<file path="config.mk">
export PLATFORM = sky130hd
export DESIGN_NAME = can_id_mask_acceptance_filter_top
export DESIGN_NICKNAME = d
export VERILOG_FILES = /design/src/sv/cidf_pkg.sv /design/src/sv/cidf_table.sv /design/src/sv/can_id_mask_acceptance_filter_top.sv
export SDC_FILE = /design/constraint.sdc
export NUM_CORES = 1
export LEC_CHECK = 0
export BUFFER_PORTS_ARGS = -buffer_cell sky130_fd_sc_hd__buf_4
export CORE_UTILIZATION = 45
export DETAILED_ROUTE_END_ITERATION = 10
export HOLD_SLACK_MARGIN = 0.05
export PLACE_DENSITY = 0.67
export SLEW_MARGIN = 20
export SYNTH_ARGS = -nofsm -noshare
export SYNTH_HDL_FRONTEND = slang
export SYNTH_SLANG_ARGS = --single-unit
export TNS_END_PERCENT = 100
</file>
<file path="constraint.sdc">
create_clock -name clk_i -period 4.5 [get_ports clk_i]
set_input_delay 0.9 -clock clk_i [delete_from_list [all_inputs] [get_ports clk_i]]
set_output_delay 0.9 -clock clk_i [all_outputs]
set_load 0.02 [all_outputs]
</file>
<file path="src/sv/cidf_pkg.sv">
package cidf_pkg;

  localparam int unsigned TableEntries = 32;
  localparam int unsigned IdxW = (TableEntries > 1) ? $clog2(TableEntries) : 1;
  localparam int unsigned CntW = $clog2(TableEntries + 1);
  localparam int unsigned CmpW = 9;
  localparam int unsigned KeyW = 12;
  localparam int unsigned CfgW = 6;

  localparam logic [KeyW-1:0] RtrBit   = 12'h800;
  localparam logic [KeyW-1:0] FullMask = 12'hFFF;
  localparam logic [CfgW-1:0] CfgReset = 6'd32;

  localparam logic KindWrite = 1'b0;
  localparam logic KindFrame = 1'b1;

  localparam logic StatusOk      = 1'b0;
  localparam logic StatusIllegal = 1'b1;

  typedef struct packed {
    logic        kind;
    logic [7:0]  entry_index;
    logic [10:0] frame_ident;
    logic        remote_flag;
    logic [10:0] accept_mask;
  } filt_req_t;

  typedef struct packed {
    logic       status;
    logic       matched;
    logic       dispatch;
    logic [4:0] match_index;
  } filt_rsp_t;

  typedef struct packed {
    logic            en;
    logic [IdxW-1:0] addr;
    logic [KeyW-1:0] ident;
    logic [KeyW-1:0] mask;
  } tbl_wr_t;

  typedef enum logic [2:0] {
    S_IDLE = 3'b001,
    S_SCAN = 3'b010,
    S_OUT  = 3'b100
  } filt_state_e;

endpackage

</file>
<file path="src/sv/cidf_table.sv">
module cidf_table import cidf_pkg::*; (
  input  logic            clk_i,
  input  logic            rst_ni,
  input  tbl_wr_t         wr_i,
  input  logic            rd_en_i,
  input  logic [IdxW-1:0] rd_addr_i,
  input  logic [KeyW-1:0] key_i,
  output logic            hit_o,
  output logic            handler_o
);

  logic [KeyW-1:0]         ident_mem [TableEntries];
  logic [KeyW-1:0]         mask_mem  [TableEntries];
  logic [TableEntries-1:0] written_q;
  logic [KeyW-1:0]         rd_ident_q;
  logic [KeyW-1:0]         rd_mask_q;
  logic                    rd_written_q;
  logic [KeyW-1:0]         eff_ident;
  logic [KeyW-1:0]         eff_mask;

  always_ff @(posedge clk_i) begin
    if (wr_i.en) begin
      ident_mem[wr_i.addr] <= wr_i.ident;
      mask_mem[wr_i.addr]  <= wr_i.mask;
    end
    if (rd_en_i) begin
      rd_ident_q <= ident_mem[rd_addr_i];
      rd_mask_q  <= mask_mem[rd_addr_i];
    end
  end

  // A written entry also owns a handler; unwritten entries read as reset values.
  always_ff @(posedge clk_i or negedge rst_ni) begin
    if (!rst_ni) begin
      written_q    <= '0;
      rd_written_q <= 1'b0;
    end else begin
      if (wr_i.en) begin
        written_q[wr_i.addr] <= 1'b1;
      end
      if (rd_en_i) begin
        rd_written_q <= written_q[rd_addr_i];
      end
    end
  end

  assign eff_ident = rd_written_q ? rd_ident_q : '0;
  assign eff_mask  = rd_written_q ? rd_mask_q : FullMask;
  assign hit_o     = ((key_i ^ eff_ident) & eff_mask) == '0;
  assign handler_o = rd_written_q;

endmodule

</file>
<file path="src/sv/can_id_mask_acceptance_filter_top.sv">
// CAN identifier/mask acceptance filter. Each request either writes one filter
// entry (kind 0: identifier, RTR flag and mask; RTR is always compared) or
// matches a received frame (kind 1) against entries 0 .. count-1, where count
// is the configured entries_in_use saturated to the table size. The first
// entry with ((key ^ ident) & mask) == 0 wins; the response reports the hit,
// its index and whether the entry has a handler. A write at or beyond count
// is refused with status 1. Entries never written hold identifier 0 and a
// full mask with no handler, so they catch data frames with identifier 0.
// Timing: one request at a time. A write goes straight to the response; a
// frame issues one table read per cycle through a single read port, compares
// each entry in the cycle after its read and stops at the first hit or after
// entry count-1, and goes straight to the response when count is zero. A
// response is held until taken, then the block returns to idle. The
// configuration channel is always ready; write it only while no request is in flight.
module can_id_mask_acceptance_filter_top import cidf_pkg::*; (
  input  logic            clk_i,
  input  logic            rst_ni,
  input  logic            req_valid_i,
  output logic            req_ready_o,
  input  filt_req_t       req_i,
  output logic            rsp_valid_o,
  input  logic            rsp_ready_i,
  output filt_rsp_t       rsp_o,
  input  logic            cfg_valid_i,
  output logic            cfg_ready_o,
  input  logic [CfgW-1:0] cfg_data_i
);

  filt_state_e     state_q, state_d;
  logic [CfgW-1:0] cfg_q;
  logic [KeyW-1:0] key_q, key_d;
  logic [IdxW-1:0] ptr_q, ptr_d;
  logic            issued_q, issued_d;
  logic            cmp_vld_q, cmp_vld_d;
  logic [IdxW-1:0] cmp_idx_q, cmp_idx_d;
  filt_rsp_t       rsp_q, rsp_d;

  logic [CntW-1:0] count;
  logic [IdxW-1:0] last_idx;
  logic            req_fire;
  logic            in_range;
  tbl_wr_t         tbl_wr;
  logic            rd_en;
  logic            hit;
  logic            handler;

  // Saturate the configured count to the table size.
  assign count = ({{(CmpW-CfgW){1'b0}}, cfg_q} > CmpW'(TableEntries)) ?
                 CntW'(TableEntries) : CntW'(cfg_q);
  assign last_idx = IdxW'(count - CntW'(1));

  assign req_ready_o = (state_q == S_IDLE);
  assign rsp_valid_o = (state_q == S_OUT);
  assign rsp_o       = rsp_q;
  assign cfg_ready_o = 1'b1;
  assign req_fire    = req_valid_i && req_ready_o;
  assign in_range    = CmpW'(req_i.entry_index) < CmpW'(count);

  // Table write: store the key and force RTR into the mask.
  always_comb begin
    tbl_wr.en    = req_fire && (req_i.kind == KindWrite) && in_range;
    tbl_wr.addr  = IdxW'(req_i.entry_index);
    tbl_wr.ident = {req_i.remote_flag, req_i.frame_ident};
    tbl_wr.mask  = {1'b0, req_i.accept_mask} | RtrBit;
  end

  assign rd_en = (state_q == S_SCAN) && !issued_q;

  cidf_table u_table (
    .clk_i     (clk_i),
    .rst_ni    (rst_ni),
    .wr_i      (tbl_wr),
    .rd_en_i   (rd_en),
    .rd_addr_i (ptr_q),
    .key_i     (key_q),
    .hit_o     (hit),
    .handler_o (handler)
  );

  always_comb begin
    state_d   = state_q;
    key_d     = key_q;
    ptr_d     = ptr_q;
    issued_d  = issued_q;
    cmp_vld_d = 1'b0;
    cmp_idx_d = cmp_idx_q;
    rsp_d     = rsp_q;
    case (state_q)
      S_IDLE: begin
        if (req_fire) begin
          rsp_d = '{status: StatusOk, matched: 1'b0, dispatch: 1'b0, match_index: 5'd0};
          if (req_i.kind == KindWrite) begin
            // Writes finish at once; refuse an index past the entries in use.
            if (!in_range) begin
              rsp_d.status = StatusIllegal;
            end
            state_d = S_OUT;
          end else if (count == '0) begin
            state_d = S_OUT;
          end else begin
            key_d    = {req_i.remote_flag, req_i.frame_ident};
            ptr_d    = '0;
            issued_d = 1'b0;
            state_d  = S_SCAN;
          end
        end
      end
      S_SCAN: begin
        // Issue one table read per cycle until the last entry in use.
        if (rd_en) begin
          cmp_vld_d = 1'b1;
          cmp_idx_d = ptr_q;
          ptr_d     = ptr_q + IdxW'(1);
          if (ptr_q == last_idx) begin
            issued_d = 1'b1;
          end
        end
        // Compare the entry read last cycle; stop at the first hit.
        if (cmp_vld_q) begin
          if (hit) begin
            rsp_d.matched     = 1'b1;
            rsp_d.dispatch    = handler;
            rsp_d.match_index = 5'(cmp_idx_q);
            cmp_vld_d         = 1'b0;
            state_d           = S_OUT;
          end else if (cmp_idx_q == last_idx) begin
            cmp_vld_d = 1'b0;
            state_d   = S_OUT;
          end
        end
      end
      S_OUT: begin
        if (rsp_ready_i) begin
          state_d = S_IDLE;
        end
      end
      default: begin
        state_d = S_IDLE;
      end
    endcase
  end

  always_ff @(posedge clk_i or negedge rst_ni) begin
    if (!rst_ni) begin
      state_q   <= S_IDLE;
      cfg_q     <= CfgReset;
      issued_q  <= 1'b0;
      cmp_vld_q <= 1'b0;
    end else begin
      state_q   <= state_d;
      issued_q  <= issued_d;
      cmp_vld_q <= cmp_vld_d;
      if (cfg_valid_i && cfg_ready_o) begin
        cfg_q <= cfg_data_i;
      end
    end
  end

  always_ff @(posedge clk_i) begin
    key_q     <= key_d;
    ptr_q     <= ptr_d;
    cmp_idx_q <= cmp_idx_d;
    rsp_q     <= rsp_d;
  end

endmodule

</file>
# After elaboration in Yosys (flattened, before gate mapping)
# Memory sizes are Yosys's and may differ from the RTL's. A register that Yosys moved wholly into a read port is not among the register bits.
# Index checks and enable logic that the tools add are counted.
[classes] n_reduce_logical=16 add_sub_neg=2 eq_ne=14 magnitude_cmp=5 bitwise=5 muxes=38
[ops] op="32-bit OR" n=1
[ops] op="12-bit two-way mux" n=2
[ops] op="3-bit two-way mux" n=7
[ops] op="7-bit two-way mux" n=3
[ops] op="5-bit two-way mux" n=4
[ops] op="1-bit two-way mux" n=15
[ops] op="7-bit one-hot mux with 2 select lines" n=1
[ops] op="12-bit bitwise AND" n=1
[ops] op="12-bit logical NOT" n=1
[ops] op="5-bit by 6-bit < comparator with 1-bit output (second input constant)" n=2
[ops] op="4-bit AND reduction" n=3
[ops] op="12-bit bitwise XOR" n=1
[ops] op="5-bit equality test" n=2
[ops] op="5-bit one-hot mux with 2 select lines" n=1
[ops] op="3-bit one-hot mux with 3 select lines" n=1
[ops] op="8-bit by 6-bit < comparator with 1-bit output" n=1
[ops] op="2-bit by 1-bit inequality test with 1-bit output (second input constant)" n=4
[ops] op="2-bit inequality test (second input constant)" n=4
[ops] op="6-bit greater-than comparator (second input constant)" n=1
[ops] op="6-bit logical NOT" n=1
[ops] op="6-bit two-way mux" n=1
[ops] op="6-bit AND reduction" n=1
[ops] op="5-bit by 1-bit adder with 5-bit output (second input constant)" n=1
[ops] op="1-bit binary-select mux with 5-bit select" n=1
[ops] op="other kinds (14)" n=20
[totals] ram_bits=736 output_inout_bits=11 register_bits=86 n_memories=2 wordCells=96
[memory_table] name="u_table.ident_mem" depth=32 width=12 read_ports=1 rd_ports_with_merged_regs=1 write_ports=1 line="cidf_table.sv:12" text="logic [KeyW-1:0] ident_mem [TableEntries];"
[memory_table] name="u_table.mask_mem" depth=32 width=11 read_ports=1 rd_ports_with_merged_regs=1 write_ports=1 line="cidf_table.sv:13" text="logic [KeyW-1:0] mask_mem [TableEntries];"

# Logic depth before layout (Yosys ltp)
# Gate-level depths: netlist (run 1).
[logic_depth] depth_word=8 mapped_depth=10 mapped_depth_nobuf=9

# By module
# Synthesis (run 1) repeated with hierarchy kept, for this count alone.
[unflattened] hier_cells=1464 hier_area_um2=33514.6
[by_module_without_submodules] module="cidf_table" cells_per_inst=1318 area_per_inst_um2=31617.8 seq_area_each_um2=24608.6 n_inst=1
[by_module_without_submodules] module="can_id_mask_acceptance_filter_top" cells_per_inst=146 area_per_inst_um2=1896.8 seq_area_each_um2=1178.6 n_inst=1

# Worst setup path after synthesis (run 1)
# OpenSTA, ideal clock, no wires.
[synth_path] path_type="input-to-reg" from="input port req_i[28] (netlist bit)" to="memory u_table.ident_mem[0][0] (enable)" arrival_ns=4.619 setup_time_ns=0.461 slack_ns=-0.581 path_stages=6 n_path_buf=2 path_cell_list="ha_1 -> a2111o_1 -> or3_1 -> clkbuf_1 -> clkbuf_1 -> nor4_1"
[synth_between] elab_chain_cells=4
[synth_rtl] item="start: declaration" line="can_id_mask_acceptance_filter_top.sv:20" text="input filt_req_t req_i,"
[synth_rtl] item="8-bit by 6-bit < comparator with 1-bit output" line="can_id_mask_acceptance_filter_top.sv:57" text="assign in_range = CmpW'(req_i.entry_index) < CmpW'(count);"
[synth_rtl] item="1-bit logical AND" line="can_id_mask_acceptance_filter_top.sv:61" text="tbl_wr.en = req_fire && (req_i.kind == KindWrite) && in_range;"
[synth_rtl] item="1-bit two-way mux" line="cidf_table.sv:22" text="if (wr_i.en) begin"
[synth_rtl] item="1-bit two-way mux (implied by the code)" line="cidf_table.sv:23" text="ident_mem[wr_i.addr] <= wr_i.ident;"
[synth_rtl] item="end: declaration" line="cidf_table.sv:12"
# Every way passes these cells.

# Worst setup path in the final report (run 1)
[layout_path] from="register cfg_q[5]" to="memory u_table.mask_mem[31][4] (netlist bit) (enable)"
[layout_between] elab_chain_cells=6
[layout_rtl] item="start: declaration" line="can_id_mask_acceptance_filter_top.sv:30" text="logic [CfgW-1:0] cfg_q;"
[layout_rtl] item="start signal: assignment" line="can_id_mask_acceptance_filter_top.sv:146" text="cfg_q <= CfgReset;"
[layout_rtl] item="start signal: assignment" line="can_id_mask_acceptance_filter_top.sv:154" text="cfg_q <= cfg_data_i;"
[layout_rtl] item="6-bit greater-than comparator" line="can_id_mask_acceptance_filter_top.sv:48" text="assign count = ({{(CmpW-CfgW){1'b0}}, cfg_q} > CmpW'(TableEntries)) ?"
[layout_rtl] item="6-bit two-way mux *" line="can_id_mask_acceptance_filter_top.sv:48"
[layout_rtl] item="8-bit by 6-bit < comparator with 1-bit output *" line="can_id_mask_acceptance_filter_top.sv:57"
[layout_rtl] item="1-bit logical AND *" line="can_id_mask_acceptance_filter_top.sv:61"
[layout_rtl] item="1-bit two-way mux *" line="cidf_table.sv:22"
[layout_rtl] item="1-bit two-way mux (implied by the code) *" line="cidf_table.sv:24" text="mask_mem[wr_i.addr] <= wr_i.mask;"
[layout_rtl] item="end: declaration" line="cidf_table.sv:13"
# Every way passes the cells marked *; elsewhere a longest branch is shown, timed or not.

==> results of run 1 <==
-- per-layer routing --
layer,up-vias,wire [um],GRT usage [%],share of wire [%]
met2,742,34000,30.3,45
met1,8204,31700,30.8,42
met5,-,0,0,0
met4,0,2060,6.78,2.7
li1,6334,-,-,-
met3,105,8080,5.78,11
-- power groups by stage --
stage	Combinational [W]	Clock, W	Sequential (W)
after floorplan	0.00363	0	0.00897
after global placement	0.00534	0	0.00903
after detailed placement	0.00536	0	0.00903
after CTS	0.00539	0.00680	0.00887
after global routing	0.00560	0.00707	0.00889
final	0.00531	0.00670	0.00888
-- metrics by stage --
stage          total power (W)  setup WS (ns)
6_report                0.0209           1.20
3_5_place_dp            0.0144          0.884
2_1_floorplan           0.0126         -0.581
5_1_grt                 0.0216           1.06
4_1_cts                 0.0211           1.20
3_3_place_gp            0.0144          0.895
-- state kept, by name, indices dropped and copies added (netlist names) --
| signal | count |
|---|---|
| u_table.rd_mask_q | 11 |
| u_table.written_q | 32 |
| state_q | 3 |
| cmp_idx_q | 5 |
| rsp_o | 8 |
| cfg_q | 6 |
| u_table.ident_mem | 384 |
| u_table.rd_ident_q | 12 |
| u_table.handler_o | 1 |
| cmp_vld_q | 1 |
| issued_q | 1 |
| u_table.mask_mem | 352 |
| key_q | 12 |
| ptr_q | 5 |
-- critical path: cells and delay by family (launching register included) --
| family | cells | cell delay (ns) |
|---|---|---|
| AOI/OAI and AO/OA | 1 | 0.46 |
| and+or+nand+nor | 2 | 0.88 |
| buffers and inverters | 3 | 0.75 |
| DFF | 1 | 0.57 |
| adders and majority gates | 1 | 0.30 |
-- placed cells by master, fill, tap and decap left out, types with 4 or more instances in the layout --
| master | count |
|---|---|
| nand3b_1 | 13 |
| a41o_1 | 32 |
| ha_1 | 7 |
| clkinv_2 | 15 |
| xnor2_1 | 6 |
| edfxtp_1 | 789 |
| bufinv_16 | 6 |
| nor2b_1 | 13 |
| buf_4 | 117 |
| nand2_1 | 15 |
| clkbuf_16 | 85 |
| buf_12 | 5 |
| nand2b_1 | 5 |
| inv_1 | 8 |
| clkinv_1 | 26 |
| nor3_1 | 4 |
| o21ai_0 | 13 |
| clkbuf_1 | 10 |
| xor2_1 | 9 |
| nor2_1 | 11 |
| clkinvlp_4 | 5 |
| mux4_2 | 239 |
| dfrtp_1 | 42 |
| mux2_2 | 28 |
| and2_1 | 8 |
| nand3_1 | 6 |
| nor4_2 | 33 |
| a21oi_1 | 7 |
-- cell type report --
class	instances	area (um^2)	share of cell area, %
clock buffers	95	2160	5.83
clock inverters	58	472	1.27
inverters	8	30.0	0.0808
multi-input cells	494	7520	20.2
flip-flops and latches	833	24800	66.7
well taps	950	1190	3.20
repair buffers	122	978	2.63
-- worst max path at each step --
stage / startpoint / end / slack [ns] / cells past startpoint
final: cfg_q[5] / u_table.mask_mem[31][4] / 1.20 / 7
after global placement: req_i[28] / u_table.mask_mem[31][7] / 0.90 / 7
after detailed placement: req_i[28] / u_table.mask_mem[31][7] / 0.88 / 7
after global routing: cfg_q[5] / u_table.mask_mem[31][7] / 1.06 / 7
after floorplan: req_i[28] / u_table.ident_mem[0][0] / -0.58 / 6
after CTS: cfg_q[5] / u_table.ident_mem[31][10] / 1.20 / 7
-- kinds of logic after synthesis --
| group | count (synthesis) |
|---|---|
| buffers and inverters | 94 |
| and+or+nand+nor | 133 |
| DFF | 833 |
| other | 1 |
| AOI/OAI and AO/OA | 68 |
| muxes | 270 |
| adders and majority gates | 7 |
| xor gates and xnor gates | 15 |
==> out/metrics.csv, run 1 <==
metric;value;unit
dpl.hpwl;45800;um
r2r_end;u_table.mask_mem[31][4];
initial_core_util;45.5;%
num_rows;98;
p_sw;0.00584;W
via_per_inst;6.01;
synth_edf_count;789;
clock-skew-final;0.0238;ns
cts_buffers;84;
drt-initial-drc-count;1991;
hold_path.class;input pin to asynchronous set/reset pin;
syn-cell-area;32500;um^2
clock_path_buffers;3;
cp_slowest_cell;dfstp_2;
synth-adder-area-share;0.269;%
die-area;73400;um^2
h-tree-depth;3;
netSwitchingFraction;27.9;%
synthMuxAreaShare;17.6;%
overflow;0;
worstPathRequired;4.82;ns
synth_compound_area_share;1.69;%
hold_buffers;0;
grt_usage;20.9;%
slew_headroom;25.8;%
ys.flop_type;edfxtp_1;
p_per_area;562;nW/um^2
area_growth_syn_to_layout;14.2;%
coreArea;71500;um^2
max_clock_freq;0.303;GHz
finalCriticalPeriod;3.30;ns
slew_viol_final;0;
layout-drive-gt1-share;34.2;%
fillCellCount;5438;
port_buffers;52;
drc;0;
placedInstanceArea;34500;um^2
crit_path_max_fanout;32;
cts.repair.resized;0;
setup_viol;0;
final_core_util;52.0;%
fin_setup_tns;0;ns
synth.ff_latch_count;833;
whs;0.272;ns
clk_latency;0.63;ns
clock-root-buffer;clkbuf_16;
p_int;0.0151;W
die_h;271;um
synth.area.top_cells;edfxtp_1 73%, mux4_2 17%, dfrtp_1 3.2%;
synthSimpleGateAreaFrac;2.46;%
fin_area;37200;um^2
grt_pass1_vias;15400;
run_status;completed;
arrival;3.62;ns
gp_congestion;0.852;
syn_nets;1471;
synth_cells;1421;
die_x;271;um
cap_violations;0;
combPwrFrac;25.4;%
synth_cell_types;54;
crit_path_frequent_cell;buf_4;
postCtsSetupBuffers;0;
final_cells;2560;
grt_pass1_wl;109000;um
pwr-share-clk;32.1;%
wl_per_cell;29.6;um
synth_area_leader_cell;edfxtp_1;
rsz0062_at_grt;no;
grt_max_degree;81;
ys_async_sr_fraction;5.28;%
ir_drop;0.401;mV
hold_viol_final;0;
diodes;0;
cp-end-kind;register;
firstDrtPassIters;5;
synth_top_family_by_area;multiplexers;
vias;15400;
avgSynthCellArea;22.9;um^2
critPathKind;register to register;
yosys_warnings;0;
ys_top_cells_by_count;789 x edfxtp_1, 239 x mux4_2, 44 x clkbuf_1, 42 x dfrtp_1, 34 x nor4_1;
yosys.area.top_type_share;72.8;%
nets;1593;
worst_pin_slew;1.11;ns
r2r_slack;1.20;ns
clk_pin_slew;0.06;ns
leakage;12.0;nW
cts.sinks;833;
fin_crit_sh;73.4;%
crit_chain;inv_1 > ha_1 > a2111o_1 > or3_1 > buf_4 > nor4_2 > buf_4;
synth_most_common_cell;edfxtp_1;
r2r_cells;7;
antenna_found_initial;5;
wirelength;75800;um
ys_seq_area_share;76.2;%
cts_tree;done;
cp_slowest_stage_delay;0.57;ns
dp_cells;2407;
critPathLaunchType;register;
timing.rr.start;cfg_q[5];
io_pins;54;
postRouteAntennaNets;0;
seqPwrFrac;42.5;%
synthXorXnorAreaFrac;0.404;%
(Power assumes the default switching activity.)
==> run 2: changes to the inputs <==
Clock period 4.5 ns to 2.7 ns, I/O delays scaled along.
==> run 2 against run 1 <==
The run now ends with negative setup slack left. Register-to-register slack worse by 1.4 ns. Highest routed layer is now met5. Clock-buffer cell count up 3. Setup slack worse by 1.4 ns. Routed wire length up 8.5%. Largest power group unchanged.
==> out/metrics.csv, run 2 (synthesis results as in run 1) <==
metric;value;unit
wl_per_cell;30.6;um
overflow;0;
setup_viol;740;
worstPathRequired;3.04;ns
vias;16200;
drc;0;
pwr-share-clk;31.2;%
layout_setup_ws;-0.232;ns
cts_tree;done;
largest_reg_flops;384;
cp_slowest_cell;dfstp_2;
hold_path.class;input pin to register;
clock-skew-final;0.0277;ns
clock_path_buffers;3;
num_rows;98;
arrival;3.27;ns
dp_cells;2478;
postRouteAntennaNets;0;
via_per_inst;6.03;
grt_usage;22.2;%
top_regs;u_table.ident_mem: 384 flops, u_table.mask_mem: 352 flops, u_table.written_q: 32 flops;
combPwrFrac;27.5;%
wl_met1;33800;um
largest-register;u_table.ident_mem;
coreArea;71500;um^2
layout-drive-gt1-share;39.8;%
clk_pin_slew;0.06;ns
slew_viol_final;0;
met3WireLength;7760;um
critPathKind;register to register;
seqPwrFrac;41.3;%
h-tree-depth;3;
crit_chain;inv_2 > buf_6 > ha_4 > a2111o_1 > or3_4 > buf_12 > nor4_4 > buf_6 > buf_12 > clkbuf_16;
firstDrtPassIters;5;
cp-end-kind;register;
violations;negative setup slack;
crit_path_max_fanout;6;
p_int;0.0258;W
drt-initial-drc-count;2081;
cap_violations;0;
hold_viol_final;0;
slew_headroom;50.2;%
dpl.hpwl;50100;um
fillCellCount;5081;
nets;1726;
cp_slowest_stage_delay;0.55;ns
p_per_area;895;nW/um^2
clock-root-buffer;clkbuf_16;
critPathLaunchType;register;
antenna_found_initial;6;
worst_pin_slew;0.746;ns
netSwitchingFraction;27.9;%
io_pins;54;
grt_pass1_vias;16100;
grt_max_degree;57;
p_sw;0.00998;W
cts_buffers;84;
die_h;271;um
fin_setup_tns;-119.00;ns
die-area;73400;um^2
finalCriticalPeriod;2.93;ns
initial_core_util;45.5;%
gp_congestion;0.860;
grt_pass1_wl;115000;um
layout.cells.most_common_list;789 x edfxtp_1, 239 x mux4_2, 136 x buf_4, 104 x clkbuf_16, 78 x buf_12;
port_buffers;52;
top_layer_used;met5;
wirelength;82300;um
final_cells;2688;
fin_crit_sh;109;%
clk_latency;0.64;ns
die_x;271;um
max_clock_freq;0.341;GHz
cts.sinks;833;
ir_drop;0.663;mV
wl_met2;38400;um
diodes;0;
leakage;13.1;nW
final_core_util;55.8;%
rsz0062_at_grt;yes;
area_growth_syn_to_layout;22.6;%
final_common_cell;edfxtp_1;
run_status;finished with violations;
-- run 2: worst paths after layout --
| kind | depth (start not counted) | end | slack [ns] | from |
|---|---|---|---|---|
| hold reg to reg | 1 | u_table.written_q[10] | 0.46 | u_table.written_q[10] |
| max in group asynchronous | 2 | u_table.written_q[7] | 1.85 | rst_ni |
| hold / removal | 2 | cfg_q[2] | 0.14 | cfg_data_i[2] |
| setup reg to reg | 10 | u_table.ident_mem[13][9] | -0.23 | cfg_q[5] |
| min in group asynchronous | 2 | cfg_q[2] | 0.45 | rst_ni |
| setup / recovery | 10 | u_table.ident_mem[13][9] | -0.23 | cfg_q[5] |
-- run 2: critical path, delay by kind of cell, from the launching register on --
family | cells | cell delay [ns]
flops | 1 | 0.55
buf+inv | 6 | 0.73
fa+ha+maj | 1 | 0.20
simple gates | 2 | 0.75
compound gates | 1 | 0.38
-- run 2: power groups by stage --
| stage | clock network [W] | logic [W] | registers, W |
|---|---|---|---|
| 3_3_place_gp | 0 | 0.00977 | 0.0150 |
| 3_5_place_dp | 0 | 0.00984 | 0.0150 |
| 4_1_cts | 0.0113 | 0.00990 | 0.0147 |
| 2_1_floorplan | 0 | 0.00610 | 0.0150 |
| 6_report | 0.0111 | 0.00984 | 0.0147 |
| 5_1_grt | 0.0118 | 0.0103 | 0.0148 |
-- run 2: layout make-up --
type	instances	area, um^2	area share [%]
repair buffers	255	3410	8.55
clock buffers	98	2200	5.50
multi-input cells	494	7870	19.7
clock inverters	50	424	1.06
well taps	950	1190	2.98
flip-flops and latches	833	24800	62.1
inverters	8	30.0	0.0752
-- run 2: layer usage --
layer  up-vias  track usage [%]
met5         -                0
met2       795             33.0
met4         6             7.94
met3       111             5.23
met1      8691             32.2
li1       6619                -
-- run 2: what timing repair did --
item / 4_1_cts / 5_1_grt
gates resized for setup: 8 / 17
hold endpoints to repair: 42 / 0
hold buffers: 1 / 0
cloned: 6 / 20
pin swaps: 6 / 5
setup endpoints to repair: 736 / 742
buffers inserted: 20 / 17
-- run 2: metrics by stage --
| step | hold slack, ns | worst slack, ns | power, W | instance area [um^2] |
|---|---|---|---|---|
| floorplan | 0.244 | -0.479 | 0.0211 | 33100 |
| global placement | 0.442 | -0.382 | 0.0248 | 36200 |
| detailed placement | 0.452 | -0.402 | 0.0248 | 36200 |
| CTS | 0.101 | -0.202 | 0.0360 | 39300 |
| global route | 0.129 | -0.284 | 0.0368 | 39900 |
| finish | 0.140 | -0.232 | 0.0357 | 39900 |
